===== config.mk =====
export PLATFORM = sky130hd
export DESIGN_NAME = life_automaton_grid_step_core
export DESIGN_NICKNAME = d
export VERILOG_FILES = /design/src/sv/lifeg_pkg.sv /design/src/sv/lifeg_ram.sv /design/src/sv/lifeg_datapath.sv /design/src/sv/lifeg_ctrl.sv /design/src/sv/life_automaton_grid_step_core.sv
export SDC_FILE = /design/constraint.sdc
export NUM_CORES = 2
export LEC_CHECK = 0
export ABC_AREA = 1
export BUFFER_PORTS_ARGS = -buffer_cell sky130_fd_sc_hd__buf_4
export CAP_MARGIN = 20
export CORE_MARGIN = 2
export CORE_UTILIZATION = 57
export DETAILED_ROUTE_END_ITERATION = 6
export GPL_TIMING_DRIVEN = 0
export PLACE_DENSITY_LB_ADDON = 0.12
export SYNTH_ARGS = -nofsm -noshare
export SYNTH_HDL_FRONTEND = slang
export SYNTH_HIERARCHICAL = 1
export SYNTH_SLANG_ARGS = --single-unit

===== constraint.sdc =====
create_clock -name clk -period 4.87 [get_ports clk]
set_input_delay 0.974 -clock clk [delete_from_list [all_inputs] [get_ports clk]]
set_output_delay 0.974 -clock clk [all_outputs]
set_load 0.005 [all_outputs]

===== src/sv/lifeg_pkg.sv =====
// ----------------------------------------------------------------------------
// lifeg_pkg
// Shared types and constants of the life automaton grid step core: grid size,
// mode codes, input and result words, and the controller command word.
// ----------------------------------------------------------------------------
package lifeg_pkg;

  localparam int GRID_SIZE = 32;
  localparam int ADDR_W    = $clog2(GRID_SIZE);
  localparam int CNT_W     = $clog2(GRID_SIZE + 2);

  localparam logic [1:0] MODE_WRITE = 2'd0;
  localparam logic [1:0] MODE_STEP  = 2'd1;
  localparam logic [1:0] MODE_READ  = 2'd2;

  typedef logic [GRID_SIZE-1:0] lifeg_row_t;

  typedef struct packed {
    logic [1:0] mode;
    logic [4:0] row;
    logic [4:0] col;
    logic       value;
  } lifeg_in_t;

  typedef struct packed {
    logic [31:0] row_bits;
    logic [15:0] generation;
  } lifeg_out_t;

  typedef struct packed {
    logic             capture;
    logic             win_clear;
    logic             win_shift;
    logic             tail;
    logic             rd_en;
    logic             rd_sweep;
    logic             wr_sweep;
    logic             wr_item;
    logic             out_load;
    logic             gen_inc;
    logic [CNT_W-1:0] cnt;
  } lifeg_cmd_t;

endpackage


===== src/sv/lifeg_ram.sv =====
// ----------------------------------------------------------------------------
// lifeg_ram
// Generic single-write, single-read RAM with a registered read port.
// ----------------------------------------------------------------------------
module lifeg_ram #(
  parameter int WIDTH = 32,
  parameter int DEPTH = 32
) (
  input  logic                     clk,
  input  logic                     we,
  input  logic [$clog2(DEPTH)-1:0] waddr,
  input  logic [WIDTH-1:0]         wdata,
  input  logic                     re,
  input  logic [$clog2(DEPTH)-1:0] raddr,
  output logic [WIDTH-1:0]         rdata
);

  logic [WIDTH-1:0] mem [DEPTH];
  logic [WIDTH-1:0] rdata_r;

  always_ff @(posedge clk) begin
    if (we) begin
      mem[waddr] <= wdata;
    end
    if (re) begin
      rdata_r <= mem[raddr];
    end
  end

  assign rdata = rdata_r;

endmodule


===== src/sv/lifeg_datapath.sv =====
// ----------------------------------------------------------------------------
// lifeg_datapath
// Grid store, valid bits, three-row window with the B3/S23 next-row logic,
// generation counter and the result word register.
// ----------------------------------------------------------------------------
module lifeg_datapath (
  input  logic                  clk,
  input  logic                  rst_n,
  input  lifeg_pkg::lifeg_cmd_t cmd,
  input  lifeg_pkg::lifeg_in_t  in_word,
  output lifeg_pkg::lifeg_out_t out_word
);
  import lifeg_pkg::*;

  function automatic lifeg_row_t life_next(lifeg_row_t up, lifeg_row_t mid, lifeg_row_t dn);
    lifeg_row_t res;
    logic [3:0] n;
    res = '0;
    for (int c = 0; c < GRID_SIZE; c++) begin
      n = {3'b0, up[c]} + {3'b0, dn[c]};
      if (c > 0) begin
        n = n + {3'b0, up[c-1]} + {3'b0, mid[c-1]} + {3'b0, dn[c-1]};
      end
      if (c < GRID_SIZE - 1) begin
        n = n + {3'b0, up[c+1]} + {3'b0, mid[c+1]} + {3'b0, dn[c+1]};
      end
      res[c] = (n == 4'd3) || (mid[c] && (n == 4'd2));
    end
    return res;
  endfunction

  lifeg_in_t             item_r;
  logic                  row_ok_r;
  logic                  col_ok_r;
  logic [GRID_SIZE-1:0]  valid_r;
  logic                  rvld_r;
  lifeg_row_t            mid_r;
  lifeg_row_t            dn_r;
  logic [15:0]           gen_r;
  lifeg_out_t            out_r;

  logic [ADDR_W-1:0]     row_addr;
  logic [ADDR_W-1:0]     raddr;
  logic [ADDR_W-1:0]     waddr;
  logic [CNT_W-1:0]      cnt_m2;
  logic                  we;
  logic                  write_ok;
  lifeg_row_t            wdata;
  lifeg_row_t            ram_q;
  lifeg_row_t            rd_row;
  lifeg_row_t            dn_in;
  lifeg_row_t            new_row;
  lifeg_row_t            mod_row;
  lifeg_row_t            res_row;

  assign row_addr = ADDR_W'(item_r.row);
  assign cnt_m2   = cmd.cnt - CNT_W'(2);
  assign raddr    = cmd.rd_sweep ? cmd.cnt[ADDR_W-1:0] : row_addr;
  assign rd_row   = rvld_r ? ram_q : '0;
  assign dn_in    = cmd.tail ? '0 : rd_row;
  assign new_row  = life_next(mid_r, dn_r, dn_in);
  assign write_ok = (item_r.mode == MODE_WRITE) && row_ok_r && col_ok_r;

  always_comb begin
    mod_row = rd_row;
    mod_row[ADDR_W'(item_r.col)] = item_r.value;
  end

  assign we      = cmd.wr_sweep || (cmd.wr_item && write_ok);
  assign waddr   = cmd.wr_sweep ? cnt_m2[ADDR_W-1:0] : row_addr;
  assign wdata   = cmd.wr_sweep ? new_row : mod_row;
  assign res_row = write_ok ? mod_row : rd_row;

  lifeg_ram #(
    .WIDTH(GRID_SIZE),
    .DEPTH(GRID_SIZE)
  ) u_ram (
    .clk  (clk),
    .we   (we),
    .waddr(waddr),
    .wdata(wdata),
    .re   (cmd.rd_en),
    .raddr(raddr),
    .rdata(ram_q)
  );

  always_ff @(posedge clk) begin
    if (!rst_n) begin
      valid_r <= '0;
      rvld_r  <= 1'b0;
      gen_r   <= '0;
    end else begin
      if (we) begin
        valid_r[waddr] <= 1'b1;
      end
      if (cmd.rd_en) begin
        rvld_r <= valid_r[raddr];
      end
      if (cmd.gen_inc) begin
        gen_r <= gen_r + 16'd1;
      end
    end
  end

  always_ff @(posedge clk) begin
    if (cmd.capture) begin
      item_r   <= in_word;
      row_ok_r <= int'(in_word.row) < GRID_SIZE;
      col_ok_r <= int'(in_word.col) < GRID_SIZE;
    end
    if (cmd.win_clear) begin
      mid_r <= '0;
      dn_r  <= '0;
    end else if (cmd.win_shift) begin
      mid_r <= dn_r;
      dn_r  <= dn_in;
    end
    if (cmd.out_load) begin
      out_r.row_bits   <= row_ok_r ? 32'(res_row) : 32'd0;
      out_r.generation <= gen_r;
    end
  end

  assign out_word = out_r;

endmodule


===== src/sv/lifeg_ctrl.sv =====
// ----------------------------------------------------------------------------
// lifeg_ctrl
// Controller: accepts a word, runs the row sweep of a step or the single row
// access of a read or write, and strobes the result.
// ----------------------------------------------------------------------------
module lifeg_ctrl (
  input  logic                  clk,
  input  logic                  rst_n,
  input  logic                  start,
  input  logic [1:0]            in_mode,
  output logic                  busy,
  output logic                  out_strobe,
  output lifeg_pkg::lifeg_cmd_t cmd
);
  import lifeg_pkg::*;

  typedef enum logic [1:0] {
    S_IDLE,
    S_SWEEP,
    S_READ,
    S_DONE
  } state_t;

  state_t           state_r;
  state_t           state_nxt;
  logic [CNT_W-1:0] cnt_r;
  logic [CNT_W-1:0] cnt_nxt;
  logic             strobe_r;
  logic             last;

  assign last = (cnt_r == CNT_W'(GRID_SIZE + 1));

  always_comb begin
    state_nxt = state_r;
    cnt_nxt   = cnt_r;
    case (state_r)
      S_IDLE: begin
        cnt_nxt = '0;
        if (start) begin
          state_nxt = (in_mode == MODE_STEP) ? S_SWEEP : S_READ;
        end
      end
      S_SWEEP: begin
        cnt_nxt = cnt_r + CNT_W'(1);
        if (last) begin
          state_nxt = S_READ;
        end
      end
      S_READ:  state_nxt = S_DONE;
      S_DONE:  state_nxt = S_IDLE;
      default: state_nxt = S_IDLE;
    endcase
  end

  always_ff @(posedge clk) begin
    if (!rst_n) begin
      state_r  <= S_IDLE;
      cnt_r    <= '0;
      strobe_r <= 1'b0;
    end else begin
      state_r  <= state_nxt;
      cnt_r    <= cnt_nxt;
      strobe_r <= (state_r == S_DONE);
    end
  end

  always_comb begin
    cmd           = '0;
    cmd.cnt       = cnt_r;
    cmd.capture   = (state_r == S_IDLE) && start;
    cmd.win_clear = cmd.capture;
    case (state_r)
      S_SWEEP: begin
        cmd.rd_sweep  = 1'b1;
        cmd.rd_en     = cnt_r < CNT_W'(GRID_SIZE);
        cmd.win_shift = cnt_r != '0;
        cmd.wr_sweep  = cnt_r >= CNT_W'(2);
        cmd.tail      = last;
        cmd.gen_inc   = last;
      end
      S_READ:  cmd.rd_en = 1'b1;
      S_DONE: begin
        cmd.out_load = 1'b1;
        cmd.wr_item  = 1'b1;
      end
      default: ;
    endcase
  end

  assign busy       = (state_r != S_IDLE);
  assign out_strobe = strobe_r;

endmodule


===== src/sv/life_automaton_grid_step_core.sv =====
// ----------------------------------------------------------------------------
// life_automaton_grid_step_core
// 32 x 32 B3/S23 life grid: write one cell, advance one generation, read one
// row. Every accepted word gives one result word.
// ----------------------------------------------------------------------------
// A word is taken on a rising edge with start high and busy low. Busy rises
// on acceptance; the result appears on out_word with out_strobe high for
// exactly one cycle, and the receiver cannot stall it, so capture it then. A
// new word may be offered in the strobe cycle. A write or read reads one row
// of the grid RAM, and a write writes it back with the cell changed. A step
// sweeps the grid RAM's single read port one row per cycle through a
// three-row window, each new row written back once the row below it has
// been read, then the addressed row is read out. Grid contents are dead
// after reset through per-row valid bits; no clearing pass is run.
// ----------------------------------------------------------------------------
module life_automaton_grid_step_core (
  input  logic                  clk,
  input  logic                  rst_n,
  input  logic                  start,
  output logic                  busy,
  input  lifeg_pkg::lifeg_in_t  in_word,
  output logic                  out_strobe,
  output lifeg_pkg::lifeg_out_t out_word
);
  import lifeg_pkg::*;

  lifeg_cmd_t cmd;

  lifeg_ctrl u_ctrl (
    .clk       (clk),
    .rst_n     (rst_n),
    .start     (start),
    .in_mode   (in_word.mode),
    .busy      (busy),
    .out_strobe(out_strobe),
    .cmd       (cmd)
  );

  lifeg_datapath u_dp (
    .clk     (clk),
    .rst_n   (rst_n),
    .cmd     (cmd),
    .in_word (in_word),
    .out_word(out_word)
  );

endmodule


==> results.json <==
{
  "finClkSkew_ps": 33.68,
  "core-area_um2": 98130,
  "postCtsHoldBufs": 0,
  "area_growth_pct": 15.60,
  "cts.htree.levels": 3,
  "grt_max_degree": 39,
  "drive_gt1_frac": 0.1146,
  "ir_drop_mv": 0.3176,
  "fmax_mhz": 213.6,
  "fin_ws_ps": 188.4,
  "num_rows": 115,
  "clockBufferDepth": 3,
  "drv_slew": 0,
  "internal-power_mw": 22.56,
  "fin_cells": 6833,
  "clock_sinks": 1239,
  "ys_ff_latch": 1239,
  "crit_arrival_ps": 5130,
  "antenna_found_initial": 2,
  "crit_path_max_incr_delay_ps": 570,
  "netSwitchingFraction": 0.3916,
  "die_x_um": 318.3,
  "worstPathCellList": "inv_1 -> ha_1 -> clkbuf_4 -> inv_2 -> nor2_4 -> buf_4 -> inv_1 -> clkbuf_4 -> nand2_1 -> fa_1 -> fa_1 -> inv_1 -> ha_1 -> fa_1 -> nand2_1 -> nor2_1 -> nand2_1 -> o21ai_0 -> o2111ai_1 -> o21ai_4 -> buf_16",
  "syn_inst": 5162,
  "synthFlopType": "edfxtp_1",
  "power.density_nw_per_um2": 569.6,
  "pin_count": 66,
  "crit_path_end_kind": "flip-flop",
  "p_clk_frac": 0.254,
  "firstDrtPassIters": 6,
  "r2r-start": "u_ctrl/state_r[1]",
  "max_slew_margin": 0.2325,
  "nFillCells": 7364,
  "final_core_util": 0.6635,
  "ys_async_sr_fraction": 0,
  "vias": 40410,
  "clk_pin_slew_ps": 60,
  "finalSetupViolCount": 0,
  "period_needed_ps": 4682,
  "avgSynthCellArea_um2": 10.91,
  "crit_start": "u_ctrl/state_r[1]",
  "drtIter0Drc": 4982,
  "maxCapViolCount": 0,
  "hold-path-cell-count": 1,
  "path_delay_family": "adder cells",
  "ant_nets": 0,
  "place_hpwl_um": 118600,
  "synth-seq-area-share": 0.6389,
  "worst_path_max_delay_cell": "fa_1",
  "status": "complete, no violations",
  "required_ps": 5320,
  "syn_nets": 5404,
  "synth_edf_count": 1117,
  "overflow": 0,
  "reg2reg_depth": 21,
  "yosys_warnings": 6,
  "p_sw_mw": 14.52,
  "worstMarginPinSlew_ps": 1139,
  "min_to": "u_dp/item_r[2]",
  "die_height_um": 318.3,
  "start_kind": "flip-flop",
  "drc": 0,
  "nets": 5684,
  "rsz0062_at_grt": "false",
  "post_drt_wl_per_cell_um": 24.64,
  "holdCritStartpoint": "in_word[2]",
  "final_cell_mix": "1685 x nand2_1, 1117 x edfxtp_1, 838 x nand3_1",
  "clock-root-buffer": "clkbuf_16",
  "via_per_inst": 5.914,
  "grt_pass1_wl_um": 245800,
  "grt_pass1_vias": 38360,
  "path_max_fanout": 17,
  "cts_buffers": 121,
  "criticalPathCategory": "flip-flop to flip-flop",
  "final_common_cell": "nand2_1",
  "hp-class": "primary input to flip-flop",
  "die_area_um2": 101300,
  "power_frac_comb": 0.395,
  "gp_congestion": 1.036,
  "synth.distinct_cells": 43,
  "dp_cells": 6581,
  "place_ws_ps": -962.8,
  "start_util": 0.5740,
  "wirelength_um": 168400,
  "cts_tree": "built",
  "clock_latency_ps": 730,
  "finalHoldViolCount": 0,
  "r2r_slack_ps": 190,
  "synthesis.area_um2": 56320,
  "cp_num_buf_inv": 8,
  "regToRegEndpoint": "u_dp/u_ram/mem[11][24]",
  "grtUsageTotal": 0.3302,
  "period_share": 0.9613,
  "port_buffers": 65,
  "p_seq_frac": 0.351,
  "cellLeakagePower_nw": 25.51,
  "holdWs_ps": 427.1
}
==> kinds of logic (layout without fill, tap and decap cells) <==
logic type,count (synthesis),after routing,share of synthesized area
xor+xnor,3,3,0.0004666
compound gates,404,404,0.04025
flops,1239,1239,0.6389
buf+inv,644,1025,0.05634
other cells,0,3,0
simple gates,2646,2646,0.1973
fa+ha+maj,226,226,0.06673
==> per-stage QoR <==
stage | setup TNS [ps] | power, mW | instance area (um2)
6_report | 0 | 37.08 | 65110
5_1_grt | 0 | 38.73 | 65100
4_1_cts | 0 | 36.68 | 64900
3_5_place_dp | -431610 | 27.18 | 60670
3_3_place_gp | -3715220 | 26.38 | 58490
2_1_floorplan | 0 | 21.47 | 56390
==> power groups by stage <==
stage	Clock (mW)	Sequential (mW)	Combinational (mW)
2_1_floorplan	0	13.2	8.27
3_3_place_gp	0	13.4	13.0
3_5_place_dp	0	13.2	14.0
4_1_cts	9.49	13.0	14.2
5_1_grt	9.89	13.0	15.8
6_report	9.41	13.0	14.7
==> flip-flops by register name, indices dropped and copies added (netlist names) <==
name               flops
u_dp/gen_r            16
u_dp/item_r            8
u_dp/out_word         48
u_dp/valid_r          32
u_dp/dn_r             32
u_dp/u_ram/rdata      32
u_ctrl/cnt_r           6
u_dp/row_addr          5
u_dp/mid_r            32
u_dp/u_ram/mem      1024
u_dp/rvld_r            1
u_ctrl/state_r         2
u_ctrl/out_strobe      1
==> layout make-up <==
class | instances | area (um2) | area share
timing repair buffer | 157 | 2445 | 0.03755
clock buffer | 151 | 3266 | 0.05016
sequential | 1239 | 35980 | 0.5527
inverter | 365 | 1378 | 0.02116
antenna | 3 | 7.507 | 0.0001153
buffer | 279 | 1817 | 0.02790
tap | 1287 | 1610 | 0.02473
clock inverter | 73 | 711.9 | 0.01093
multi-input combinational | 3279 | 17890 | 0.2748
==> repair_timing <==
| item | CTS | global route |
|---|---|---|
| buffers inserted | 10 | 15 |
| pin swaps | 7 | 6 |
| endpoints found under the setup margin | 980 | 862 |
| resized for setup | 15 | 15 |
==> routing by layer <==
metal  global-route usage  vias to the layer above  share of wire
met5                    0                        -       0.000077
met4               0.1788                        2          0.060
met3              0.07772                      404           0.11
met2               0.4969                     2162           0.44
met1               0.4479                    19600           0.38
li1                     -                    18240              -
==> worst max-delay path by stage <==
stage / endpoint / slack, ps / cells after the start
floorplan: u_dp/u_ram/mem[0][17] / 20 / 21
CTS: u_dp/u_ram/mem[19][28] / 5 / 22
detailed placement: u_dp/u_ram/mem[14][18] / -960 / 18
finish: u_dp/u_ram/mem[11][24] / 190 / 21
global route: u_dp/u_ram/mem[17][8] / 1 / 19
global placement: u_dp/u_ram/mem[14][15] / -3270 / 16
==> Yosys cell counts, types with 2 or more instances <==
master     instances  share of area
a2111oi_0         18         0.0028
nor3_2             3        0.00053
xnor2_1            2        0.00031
nor3_1             6        0.00053
a31oi_1           22         0.0024
fa_1             124          0.044
o211ai_1          18         0.0024
o22ai_1           18         0.0020
buf_1             19         0.0013
and3_1             2        0.00022
nor3_4             5         0.0014
nor2_1            84         0.0056
o32ai_1            2        0.00031
buf_8              3        0.00080
a21oi_1          156          0.014
o2111ai_1         12         0.0019
buf_4             28         0.0037
inv_2             12        0.00080
nor2_4             2        0.00040
ha_1             102          0.023
nor2_2             5        0.00056
nand3_1          838          0.074
dfxtp_1          122          0.043
edfxtp_1        1117           0.60
o21ai_2            3        0.00047
clkbuf_1          72         0.0048
inv_1            351          0.023
buf_2             90         0.0080
o21ai_1           13         0.0012
nand2_1         1697           0.11
o21a_1             2        0.00027
buf_6             66          0.013
o21ai_0          138          0.012
Power figures use the tool's default switching activity.
